### src/hw/rtl/assert_macros.svh
// assertion macros shared by the partition-difference rtl
// no dependencies; SYNTH removes every check from the build
`ifndef ASSERT_MACROS_SVH
`define ASSERT_MACROS_SVH
`ifndef SYNTH
// check a property on every rising edge outside reset
`define MSP_ASSERT(lbl, prop) \
  lbl: assert property (@(posedge clk_i) disable iff (!rst_ni) prop) \
    else $error("msp check failed");
// check that an antecedent implies a consequent in the same cycle
`define MSP_ASSERT_IMP(lbl, ante, cons) \
  lbl: assert property (@(posedge clk_i) disable iff (!rst_ni) (ante) |-> (cons)) \
    else $error("msp check failed");
`else
`define MSP_ASSERT(lbl, prop)
`define MSP_ASSERT_IMP(lbl, ante, cons)
`endif
`endif

### src/hw/rtl/msp_pkg.sv
// shared types and constants for the minimum partition difference block
// no dependencies
package msp_pkg;

  localparam int unsigned WORD_W      = 64;
  localparam int unsigned BIT_W       = 6;
  localparam int unsigned VALUE_W     = 10;
  localparam int unsigned DIFF_W      = 10;
  localparam int unsigned MAX_SUM_DEF = 1023;

  typedef enum logic [3:0] {
    ST_CLEAR,
    ST_LAST,
    ST_IDLE,
    ST_PRIME,
    ST_SHIFT,
    ST_SDRAIN,
    ST_GO,
    ST_FIND,
    ST_DONE
  } msp_state_e;

  // status of the bit-serial leading-one search
  typedef struct packed {
    logic             busy;
    logic             done;
    logic [BIT_W-1:0] pos;
  } lead_stat_t;

endpackage

### src/hw/rtl/msp_ram.sv
// subset-sum bitmap memory: one write port, two registered read ports
// depends on msp_pkg for the word width
module msp_ram #(
  parameter int unsigned DEPTH = 16,
  parameter int unsigned AW    = 4
) (
  input  logic                      clk_i,
  input  logic                      we_i,
  input  logic [AW-1:0]             wa_i,
  input  logic [msp_pkg::WORD_W-1:0] wd_i,
  input  logic [AW-1:0]             ra_i,
  input  logic [AW-1:0]             rb_i,
  output logic [msp_pkg::WORD_W-1:0] ra_data_o,
  output logic [msp_pkg::WORD_W-1:0] rb_data_o
);
  import msp_pkg::*;

  logic [WORD_W-1:0] mem [DEPTH];
  logic [WORD_W-1:0] ra_q;
  logic [WORD_W-1:0] rb_q;

  // read before write on a shared address
  always_ff @(posedge clk_i) begin
    if (we_i) begin
      mem[wa_i] <= wd_i;
    end
    ra_q <= mem[ra_i];
    rb_q <= mem[rb_i];
  end

  assign ra_data_o = ra_q;
  assign rb_data_o = rb_q;

endmodule

### src/hw/rtl/msp_lead.sv
// bit-serial leading-one search over one bitmap word, one bit a cycle
// depends on msp_pkg for the word width and the status struct
module msp_lead (
  input  logic                       clk_i,
  input  logic                       rst_ni,
  input  logic                       start_i,
  input  logic [msp_pkg::WORD_W-1:0] word_i,
  output msp_pkg::lead_stat_t        stat_o
);
  import msp_pkg::*;

  logic              busy_q;
  logic [WORD_W-1:0] sr_q;
  logic [BIT_W-1:0]  pos_q;

  // search control
  always_ff @(posedge clk_i or negedge rst_ni) begin
    if (!rst_ni) begin
      busy_q <= 1'b0;
    end else if (start_i) begin
      busy_q <= 1'b1;
    end else if (busy_q && sr_q[WORD_W-1]) begin
      busy_q <= 1'b0;
    end
  end

  // shift up until the top bit is set, counting the position down
  always_ff @(posedge clk_i) begin
    if (start_i) begin
      sr_q  <= word_i;
      pos_q <= '1;
    end else if (busy_q && !sr_q[WORD_W-1]) begin
      sr_q  <= sr_q << 1;
      pos_q <= pos_q - 1'b1;
    end
  end

  assign stat_o.busy = busy_q;
  assign stat_o.done = busy_q && sr_q[WORD_W-1];
  assign stat_o.pos  = pos_q;

endmodule

### src/hw/rtl/min_sum_partition_difference_top.sv
// Minimum partition difference of a set of integers.
// Input channel: value_i with last_item_i, taken when in_valid_i is high and
// in_stall_o is low. Output channel: min_difference_o and overflow_o, one word
// per set, taken when out_valid_o is high and out_stall_i is low.
// Each word is summed into a running total and added into a bitmap of
// reachable subset sums held in a 64-bit memory of WORDS = MAX_SUM/64 + 1 words.
// An element that fits is or-ed in by a shift-or walk through the memory, one
// word a cycle, from the top word down to the word that holds its value. A zero
// element, or any element once the total has overflowed, is taken with no walk.
// The final element adds a pass that reads and clears the bitmap, then the
// bit-serial leading-one search, skipped if the total has overflowed, before
// the result is ready for the output register.
// After reset the block runs the same clearing pass with in_stall_o high. A
// finished result sits in an output register; the block takes the next set's
// words while it waits, and holds a later result back only while that
// register is still stalled.
// depends on msp_pkg, msp_ram, msp_lead and assert_macros.svh
`include "assert_macros.svh"

module min_sum_partition_difference_top #(
  parameter int unsigned MAX_SUM = msp_pkg::MAX_SUM_DEF
) (
  input  logic                        clk_i,
  input  logic                        rst_ni,
  input  logic                        in_valid_i,
  output logic                        in_stall_o,
  input  logic [msp_pkg::VALUE_W-1:0] value_i,
  input  logic                        last_item_i,
  output logic                        out_valid_o,
  input  logic                        out_stall_i,
  output logic [msp_pkg::DIFF_W-1:0]  min_difference_o,
  output logic                        overflow_o
);
  import msp_pkg::*;

  localparam int unsigned WORDS    = MAX_SUM / WORD_W + 1;
  localparam int unsigned AW       = (WORDS > 1) ? $clog2(WORDS) : 1;
  localparam int unsigned TW       = $clog2(MAX_SUM + 1);
  localparam int unsigned WS_W     = VALUE_W - BIT_W;
  localparam int unsigned IW       = ((AW > WS_W) ? AW : WS_W) + 1;
  localparam int unsigned XW       = ((AW + 7) > 11) ? (AW + 7) : 11;
  localparam int unsigned TOP_BITS = MAX_SUM % WORD_W + 1;
  localparam logic [WORD_W-1:0] TOP_MASK = (TOP_BITS == WORD_W) ? '1 :
      WORD_W'((65'd1 << TOP_BITS) - 65'd1);
  localparam logic [AW-1:0] LAST_WORD = AW'(WORDS - 1);
  localparam logic [XW-1:0] MAX_X     = XW'(MAX_SUM);

  msp_state_e state_q, state_d;

  logic              last_q;
  logic              ovf_q;
  logic [TW-1:0]     total_q;
  logic [WS_W-1:0]   ws_q;
  logic [BIT_W-1:0]  bs_q;
  logic [AW-1:0]     w_q;
  logic [AW-1:0]     wd_q;
  logic              wv_q;
  logic [WORD_W-1:0] hi_q;
  logic [AW-1:0]     c_q;
  logic              sv_q;
  logic [AW-1:0]     sc_q;
  logic [AW-1:0]     bw_q;
  logic [WORD_W-1:0] bbits_q;
  logic [DIFF_W-1:0] diff_q;
  logic              out_vld_q;
  logic [DIFF_W-1:0] out_diff_q;
  logic              out_ovf_q;

  logic              in_acc;
  logic              out_free;
  logic              load_out;
  logic [XW-1:0]     sum_x;
  logic              ovf_hit;
  logic              do_add;
  logic [IW-1:0]     w_x;
  logic [IW-1:0]     wd_x;
  logic [IW-1:0]     ws_x;
  logic [IW-1:0]     lo_src_x;
  logic [IW-1:0]     hi_src_x;
  logic              w_eq_ws;
  logic              wd_eq_ws;
  logic [WORD_W-1:0] lo_eff;
  logic [2*WORD_W-1:0] cat_sh;
  logic [WORD_W-1:0] new_word;
  logic [XW-1:0]     half_x;
  logic [AW-1:0]     half_w;
  logic [BIT_W-1:0]  half_b;
  logic [WORD_W-1:0] low_mask;
  logic [WORD_W-1:0] masked;
  logic [XW-1:0]     s_x;
  logic [XW-1:0]     diff_x;

  logic              ram_we;
  logic [AW-1:0]     ram_wa;
  logic [WORD_W-1:0] ram_wd;
  logic [AW-1:0]     ram_ra;
  logic [AW-1:0]     ram_rb;
  logic [WORD_W-1:0] ra_data;
  logic [WORD_W-1:0] rb_data;
  lead_stat_t        lead_stat;

  // handshakes
  assign in_stall_o = (state_q != ST_IDLE);
  assign in_acc     = in_valid_i && !in_stall_o;
  assign out_free   = !out_vld_q || !out_stall_i;
  assign load_out   = (state_q == ST_DONE) && out_free;

  // total check on an incoming word
  assign sum_x   = XW'(total_q) + XW'(value_i);
  assign ovf_hit = !ovf_q && (sum_x > MAX_X);
  assign do_add  = !ovf_q && !ovf_hit && (value_i != '0);

  // word addresses for the shift-or walk
  assign w_x      = IW'(w_q);
  assign wd_x     = IW'(wd_q);
  assign ws_x     = IW'(ws_q);
  assign lo_src_x = w_x - ws_x - IW'(1);
  assign hi_src_x = IW'(LAST_WORD) - ws_x;
  assign w_eq_ws  = (w_x == ws_x);
  assign wd_eq_ws = (wd_x == ws_x);

  // shifted source word or-ed into the destination word
  assign lo_eff   = wd_eq_ws ? '0 : ra_data;
  assign cat_sh   = {hi_q, lo_eff} << bs_q;
  always_comb begin
    new_word = rb_data | cat_sh[2*WORD_W-1:WORD_W];
    if (wd_q == LAST_WORD) begin
      new_word = new_word & TOP_MASK;
    end
  end

  // sums at most half the total, per word during the clearing pass
  assign half_x = XW'(total_q) >> 1;
  assign half_w = half_x[AW+BIT_W-1:BIT_W];
  assign half_b = half_x[BIT_W-1:0];
  always_comb begin
    if (sc_q < half_w) begin
      low_mask = '1;
    end else if (sc_q == half_w) begin
      low_mask = {WORD_W{1'b1}} >> (~half_b);
    end else begin
      low_mask = '0;
    end
  end
  assign masked = ra_data & low_mask;

  // difference from the best sum found
  assign s_x    = XW'({bw_q, lead_stat.pos});
  assign diff_x = XW'(total_q) - (s_x << 1);

  // next state and memory port control
  always_comb begin
    state_d = state_q;
    ram_we  = 1'b0;
    ram_wa  = wd_q;
    ram_wd  = new_word;
    ram_ra  = c_q;
    ram_rb  = w_q;
    case (state_q)
      ST_IDLE: begin
        if (in_acc) begin
          if (do_add) begin
            state_d = ST_PRIME;
          end else if (last_item_i) begin
            state_d = ST_CLEAR;
          end
        end
      end
      ST_PRIME: begin
        ram_ra  = hi_src_x[AW-1:0];
        state_d = ST_SHIFT;
      end
      ST_SHIFT: begin
        ram_ra = lo_src_x[AW-1:0];
        ram_we = wv_q;
        if (w_eq_ws) begin
          state_d = ST_SDRAIN;
        end
      end
      ST_SDRAIN: begin
        ram_we  = 1'b1;
        state_d = last_q ? ST_CLEAR : ST_IDLE;
      end
      ST_CLEAR: begin
        ram_we = 1'b1;
        ram_wa = c_q;
        ram_wd = (c_q == '0) ? WORD_W'(1) : '0;
        if (c_q == LAST_WORD) begin
          state_d = ST_LAST;
        end
      end
      ST_LAST: begin
        if (!last_q) begin
          state_d = ST_IDLE;
        end else if (ovf_q) begin
          state_d = ST_DONE;
        end else begin
          state_d = ST_GO;
        end
      end
      ST_GO: begin
        state_d = ST_FIND;
      end
      ST_FIND: begin
        if (lead_stat.done) begin
          state_d = ST_DONE;
        end
      end
      ST_DONE: begin
        if (out_free) begin
          state_d = ST_IDLE;
        end
      end
      default: begin
        state_d = ST_IDLE;
      end
    endcase
  end

  // state and set control registers
  always_ff @(posedge clk_i or negedge rst_ni) begin
    if (!rst_ni) begin
      state_q   <= ST_CLEAR;
      last_q    <= 1'b0;
      ovf_q     <= 1'b0;
      total_q   <= '0;
      wv_q      <= 1'b0;
      c_q       <= '0;
      sv_q      <= 1'b0;
      out_vld_q <= 1'b0;
    end else begin
      state_q <= state_d;
      wv_q    <= (state_q == ST_SHIFT);
      sv_q    <= (state_q == ST_CLEAR);
      c_q     <= (state_q == ST_CLEAR) ? c_q + 1'b1 : '0;
      if (in_acc) begin
        last_q <= last_item_i;
        if (ovf_hit) begin
          ovf_q <= 1'b1;
        end else if (!ovf_q) begin
          total_q <= sum_x[TW-1:0];
        end
      end else if (load_out) begin
        last_q  <= 1'b0;
        ovf_q   <= 1'b0;
        total_q <= '0;
      end
      if (load_out) begin
        out_vld_q <= 1'b1;
      end else if (!out_stall_i) begin
        out_vld_q <= 1'b0;
      end
    end
  end

  // datapath registers
  always_ff @(posedge clk_i) begin
    if (in_acc) begin
      ws_q <= value_i[VALUE_W-1:BIT_W];
      bs_q <= value_i[BIT_W-1:0];
    end
    if (state_q == ST_PRIME) begin
      w_q <= LAST_WORD;
    end else if (state_q == ST_SHIFT) begin
      w_q <= w_q - 1'b1;
    end
    if (state_q == ST_SHIFT) begin
      wd_q <= w_q;
      hi_q <= ra_data;
    end
    sc_q <= c_q;
    if (sv_q && (masked != '0)) begin
      bw_q    <= sc_q;
      bbits_q <= masked;
    end
    if ((state_q == ST_FIND) && lead_stat.done) begin
      diff_q <= diff_x[DIFF_W-1:0];
    end
    if (load_out) begin
      out_diff_q <= ovf_q ? '0 : diff_q;
      out_ovf_q  <= ovf_q;
    end
  end

  msp_ram #(
    .DEPTH (WORDS),
    .AW    (AW)
  ) u_ram (
    .clk_i     (clk_i),
    .we_i      (ram_we),
    .wa_i      (ram_wa),
    .wd_i      (ram_wd),
    .ra_i      (ram_ra),
    .rb_i      (ram_rb),
    .ra_data_o (ra_data),
    .rb_data_o (rb_data)
  );

  msp_lead u_lead (
    .clk_i   (clk_i),
    .rst_ni  (rst_ni),
    .start_i (state_q == ST_GO),
    .word_i  (bbits_q),
    .stat_o  (lead_stat)
  );

  assign out_valid_o      = out_vld_q;
  assign min_difference_o = out_diff_q;
  assign overflow_o       = out_ovf_q;

  // checks
  `MSP_ASSERT(a_total_range, total_q <= TW'(MAX_SUM))
  `MSP_ASSERT_IMP(a_ovf_zero, out_vld_q && out_ovf_q, out_diff_q == '0)
  `MSP_ASSERT_IMP(a_pend_write, wv_q, state_q == ST_SHIFT || state_q == ST_SDRAIN)
  `MSP_ASSERT_IMP(a_find_busy, state_q == ST_FIND, lead_stat.busy)

endmodule
### config.mk
export PLATFORM = sky130hd
export DESIGN_NAME = min_sum_partition_difference_top
export DESIGN_NICKNAME = d
export VERILOG_FILES = /design/src/hw/rtl/msp_pkg.sv /design/src/hw/rtl/msp_ram.sv /design/src/hw/rtl/msp_lead.sv /design/src/hw/rtl/min_sum_partition_difference_top.sv
export VERILOG_INCLUDE_DIRS = /design/src /design/src/hw/rtl
export SDC_FILE = /design/constraint.sdc
export NUM_CORES = 2
export LEC_CHECK = 0
export ABC_CLOCK_PERIOD_IN_PS = 7290
export BUFFER_PORTS_ARGS = -buffer_cell sky130_fd_sc_hd__buf_2
export CAP_MARGIN = 25
export CORE_ASPECT_RATIO = 1.4
export CORE_MARGIN = 2
export CORE_UTILIZATION = 30
export CTS_CLUSTER_DIAMETER = 40
export DETAILED_ROUTE_END_ITERATION = 8
export MAX_ROUTING_LAYER = met4
export PLACE_DENSITY = 0.44
export RECOVER_POWER = 25
export SLEW_MARGIN = 10
export SYNTH_ARGS = -nofsm -noshare
export SYNTH_HDL_FRONTEND = slang
export SYNTH_SLANG_ARGS = --single-unit
### constraint.sdc
create_clock -name clk_i -period 7.29 [get_ports clk_i]
set_clock_uncertainty 0.05 [all_clocks]
set_input_delay 1.0935 -clock clk_i [delete_from_list [all_inputs] [get_ports clk_i]]
set_output_delay 1.0935 -clock clk_i [all_outputs]
set_load 0.01 [all_outputs]
==> metrics.md <==
| Metric | Value |
|---|---|
| Mean Syn Cell Area | `15.39 sq um` |
| FF-to-FF path depth | `8` |
| Critical Path End Type | `flip-flop` |
| Post-route ant nets | `0` |
| Worst EP arrival | `6100 ps` |
| CP dominant cell by count | `nor2_1` |
| Share of the synthesized area in the top cell type | `0.5278` |
| Met1 usage | `0.2404` |
| Leak Pwr | `31.34 nW` |
| FF/Latch Area | `0.04110 sq mm` |
| Pins Over Slew Limit | `556` |
| Yosys cell types | `86` |
| FF+latch count, synth | `1420` |
| Final wirelength | `245.2 mm` |
| CTS H-tree lvls | `4` |
| Slew headroom | `-1.590` |
| I/O pin cnt | `28` |
| Area of the die | `0.2418 sq mm` |
| Slowest cell delay on critical path | `1990 ps` |
| Synth Instances | `4636` |
| VDD IR max | `0.0006867 V` |
| Most frequent cells in the layout | `edfxtp_1, mux2i_1, mux4_2` |
| GR Layer Usage met3 | `0.02403` |
| Starting Density | `0.3020` |
| Die H | `581.0 um` |
| Design area | `0.08117 sq mm` |
| Min-delay src | `sc_q[0]` |
| Post-CTS setup buffers | `0` |
| Ratio of cells with drive above 1 in the final layout | `0.1993` |
| TritonCTS Buffers | `183` |
| Total GRT Usage | `0.2043` |
| Worst Hold Depth | `0` |
| XOR/XNOR Fraction of Synth Area | `0.003683` |
| Area Overhead vs Synth | `13.77%` |
| Max-cap check violation count | `19` |
| Tmin final | `5707 ps` |
| Top cell family by delay on the critical path | `simple AND/OR/NAND/NOR gates` |
| Multi-input logic area | `0.02847 sq mm` |
| DP Area | `0.07532 sq mm` |
| Routability Congestion | `0.9190` |
| Hold path endpoint | `bw_q[0]` |
| Nets | `4701` |
| Worst reg2reg endpoint | `u_ram.mem[9][52]` |
| Total gr overflow | `0` |
| Synth async-reset ratio | `0.01690` |
| Status | `finished with violations` |
| Area leader, netlist | `edfxtp_1` |
| Die X | `416.2 um` |
| First-pass iteration count of the detailed router | `8` |
| Synth Area in Adders | `0.005752` |
| Crit-path max FO | `49` |
| Initial antenna violation count | `10` |
| Sequential area share after synthesis | `0.5760` |
| Slowest stage cell, crit path | `nor2_1` |
| Fin cells | `7892` |
| Num Clock Sinks | `1420` |
| Most common cell after layout, fill and taps aside | `edfxtp_1` |
| Worst-path clk slew | `60 ps` |
| WL/cell | `31.07 um` |
| Startpoint Class | `flip-flop` |
| I/O Buffers | `27` |
| Syn Nets | `4682` |
| Largest net degree at the start of global routing | `139` |
| Most used routing layer | `met2` |
| Hold Buf Count CTS | `0` |
| Met2 Use GR | `0.3595` |
| Hold crit path type | `reg -> reg` |
| Power Density | `482.3 mW/mm^2` |
| Post-Synth Simple-Gate Area | `0.04702` |
| Post-CTS resize count | `0` |
| Core area | `0.2363 sq mm` |
| Worst flop-to-flop path startpoint | `state_q[0]` |
| Post-route DRC | `0` |
| Maximum clock frequency | `0.1752 GHz` |
| Initial DRC count | `3251` |
| Final setup fails | `0` |
| CP bufs+invs | `3` |
| Final hold vios | `0` |
| Via Count | `43060` |
| Main synth FF type | `edfxtp_1` |
| Fillers | `22570` |
| Fin crit share | `0.7829` |
| Post-synth EDFFs | `1254` |
| Largest family of logic cells by synthesized area | `multiplexers` |
| Worst skew pair latency | `860 ps` |
| Fin Setup TNS | `0 ps` |
| Setup slack, reg-to-reg | `1580 ps` |
| CTS tree | `yes` |
| Top cells by area, synth | `edfxtp_1, mux2i_1, mux4_2, dfxtp_1, nand2_1` |
| Warning count from the yosys run | `0` |
| First-pass GRT wire length | `344.3 mm` |
| Root Driver | `clkbuf_16` |
| Compound-Gate Fraction of Synth Area | `0.04105` |
| RSZ-0062 raised after global routing | `no` |
| Vias in the first global route | `44500` |
| Req. time, crit path | `7680 ps` |
| Worst-Margin Slew | `3885 ps` |
| Placed cell count | `7545` |
| Core Rows | `211` |
| Via/cell ratio | `5.456` |
| CTS max path bufs | `4` |
| Failing checks | `max-capacitance violations, max-slew violations` |
| Worst setup path class | `reg -> reg` |
| Crit-path cells | `nor2_1 -> nand2_1 -> inv_1 -> nor3b_1 -> o21ai_0 -> clkbuf_1 -> nor2_1 -> buf_12` |
| Mux share of post-synthesis cell area | `0.2983` |
| Mapped cell area | `0.07135 sq mm` |
| Post-DP HPWL | `151.8 mm` |
-- flip-flops by register name (all words and copies together), names as in the netlist, 3 cells and up --
name	flops
bw_q	3
min_difference_o	10
u_lead.pos_q	6
total_q	10
u_lead.sr_q	64
sc_q	4
u_ram.rb_data_o	64
hi_q	64
bbits_q	64
bs_q	6
u_ram.mem	1024
diff_q	10
u_ram.ra_data_o	64
ram_rb	4
state_q	4
wd_q	4
ws_q	4
c_q	4
-- power breakdown --
| part | switching, mW | internal (mW) |
|---|---|---|
| sequential | 1.75 | 12.0 |
| combinational | 9.94 | 6.46 |
| clock | 3.71 | 5.26 |
-- synthesized netlist by cell type (22+ instances only) --
cell type  number
nor4_1         25
nor2_1        153
inv_1          66
dfrtp_1        24
edfxtp_1     1254
o21ai_0        69
o21a_1         41
dfxtp_1       142
buf_1          58
nand3_1        26
buf_2          78
mux2_2         43
nor2b_1        26
ha_1           28
clkbuf_1      131
a31oi_1        25
a211oi_1       22
a21oi_1        87
mux2i_1      1061
nor3_1         62
buf_4          46
mux4_2        450
nand2_1       394
o22ai_1        22
-- worst max-delay path by stage --
stage                             to       start  slack [ps]  cells after the start
floorplan                 bbits_q[0]  total_q[9]         620                     12
global placement         bbits_q[28]  total_q[9]        2390                     11
detailed placement       bbits_q[30]  total_q[9]        2540                     11
CTS                 u_ram.mem[4][51]     bs_q[2]        2510                      9
global route        u_ram.mem[9][55]  state_q[0]        1430                      8
finish              u_ram.mem[9][52]  state_q[0]        1580                      8
-- cell type report --
type                            instances  area share
Clock inverter                        101     0.01336
Tap cell                             3088     0.04760
Clock buffer                          230     0.06032
Antenna cell                            3  0.00009249
Inverter                               72    0.003345
Multi-Input combinational cell       2808      0.3507
Sequential cell                      1420      0.5064
Timing Repair Buffer                  170     0.01819
-- kinds of logic (layout without fill, tap and decap cells) --
| family | Yosys count | count (layout) |
|---|---|---|
| other cells | 0 | 3 |
| fa+ha+maj | 31 | 31 |
| buf+inv | 408 | 573 |
| compound gates | 427 | 427 |
| simple gates | 762 | 762 |
| flops | 1420 | 1420 |
| xor+xnor | 30 | 30 |
| mux | 1558 | 1558 |
-- routing by layer --
layer / vias to the layer above / wire length, um / share of wire
li1: 18510 / - / -
met1: 22940 / 98250 / 0.40
met2: 1188 / 127800 / 0.52
met3: 417 / 9820 / 0.040
met4: 0 / 9352 / 0.038
met5: - / 0 / 0
-- worst register-to-register path: cells and delay by family (launching register included) --
kind	cells	cell delay (ps)
simple gates	4	3050
buf+inv	3	1190
compound gates	1	200
flops	1	570
-- through the flow --
step	power [mW]	hold slack, ps	util	setup WS [ps]
3_3_place_gp	30.30	368.8	0.3182	2389
6_report	39.15	391.2	0.3435	1583
3_5_place_dp	30.36	378.2	0.3188	2536
2_1_floorplan	23.94	295.4	-	616.3
4_1_cts	39.44	219.1	0.3441	2505
5_1_grt	40.76	409.7	0.3435	1434
(Power assumes the default switching activity.)
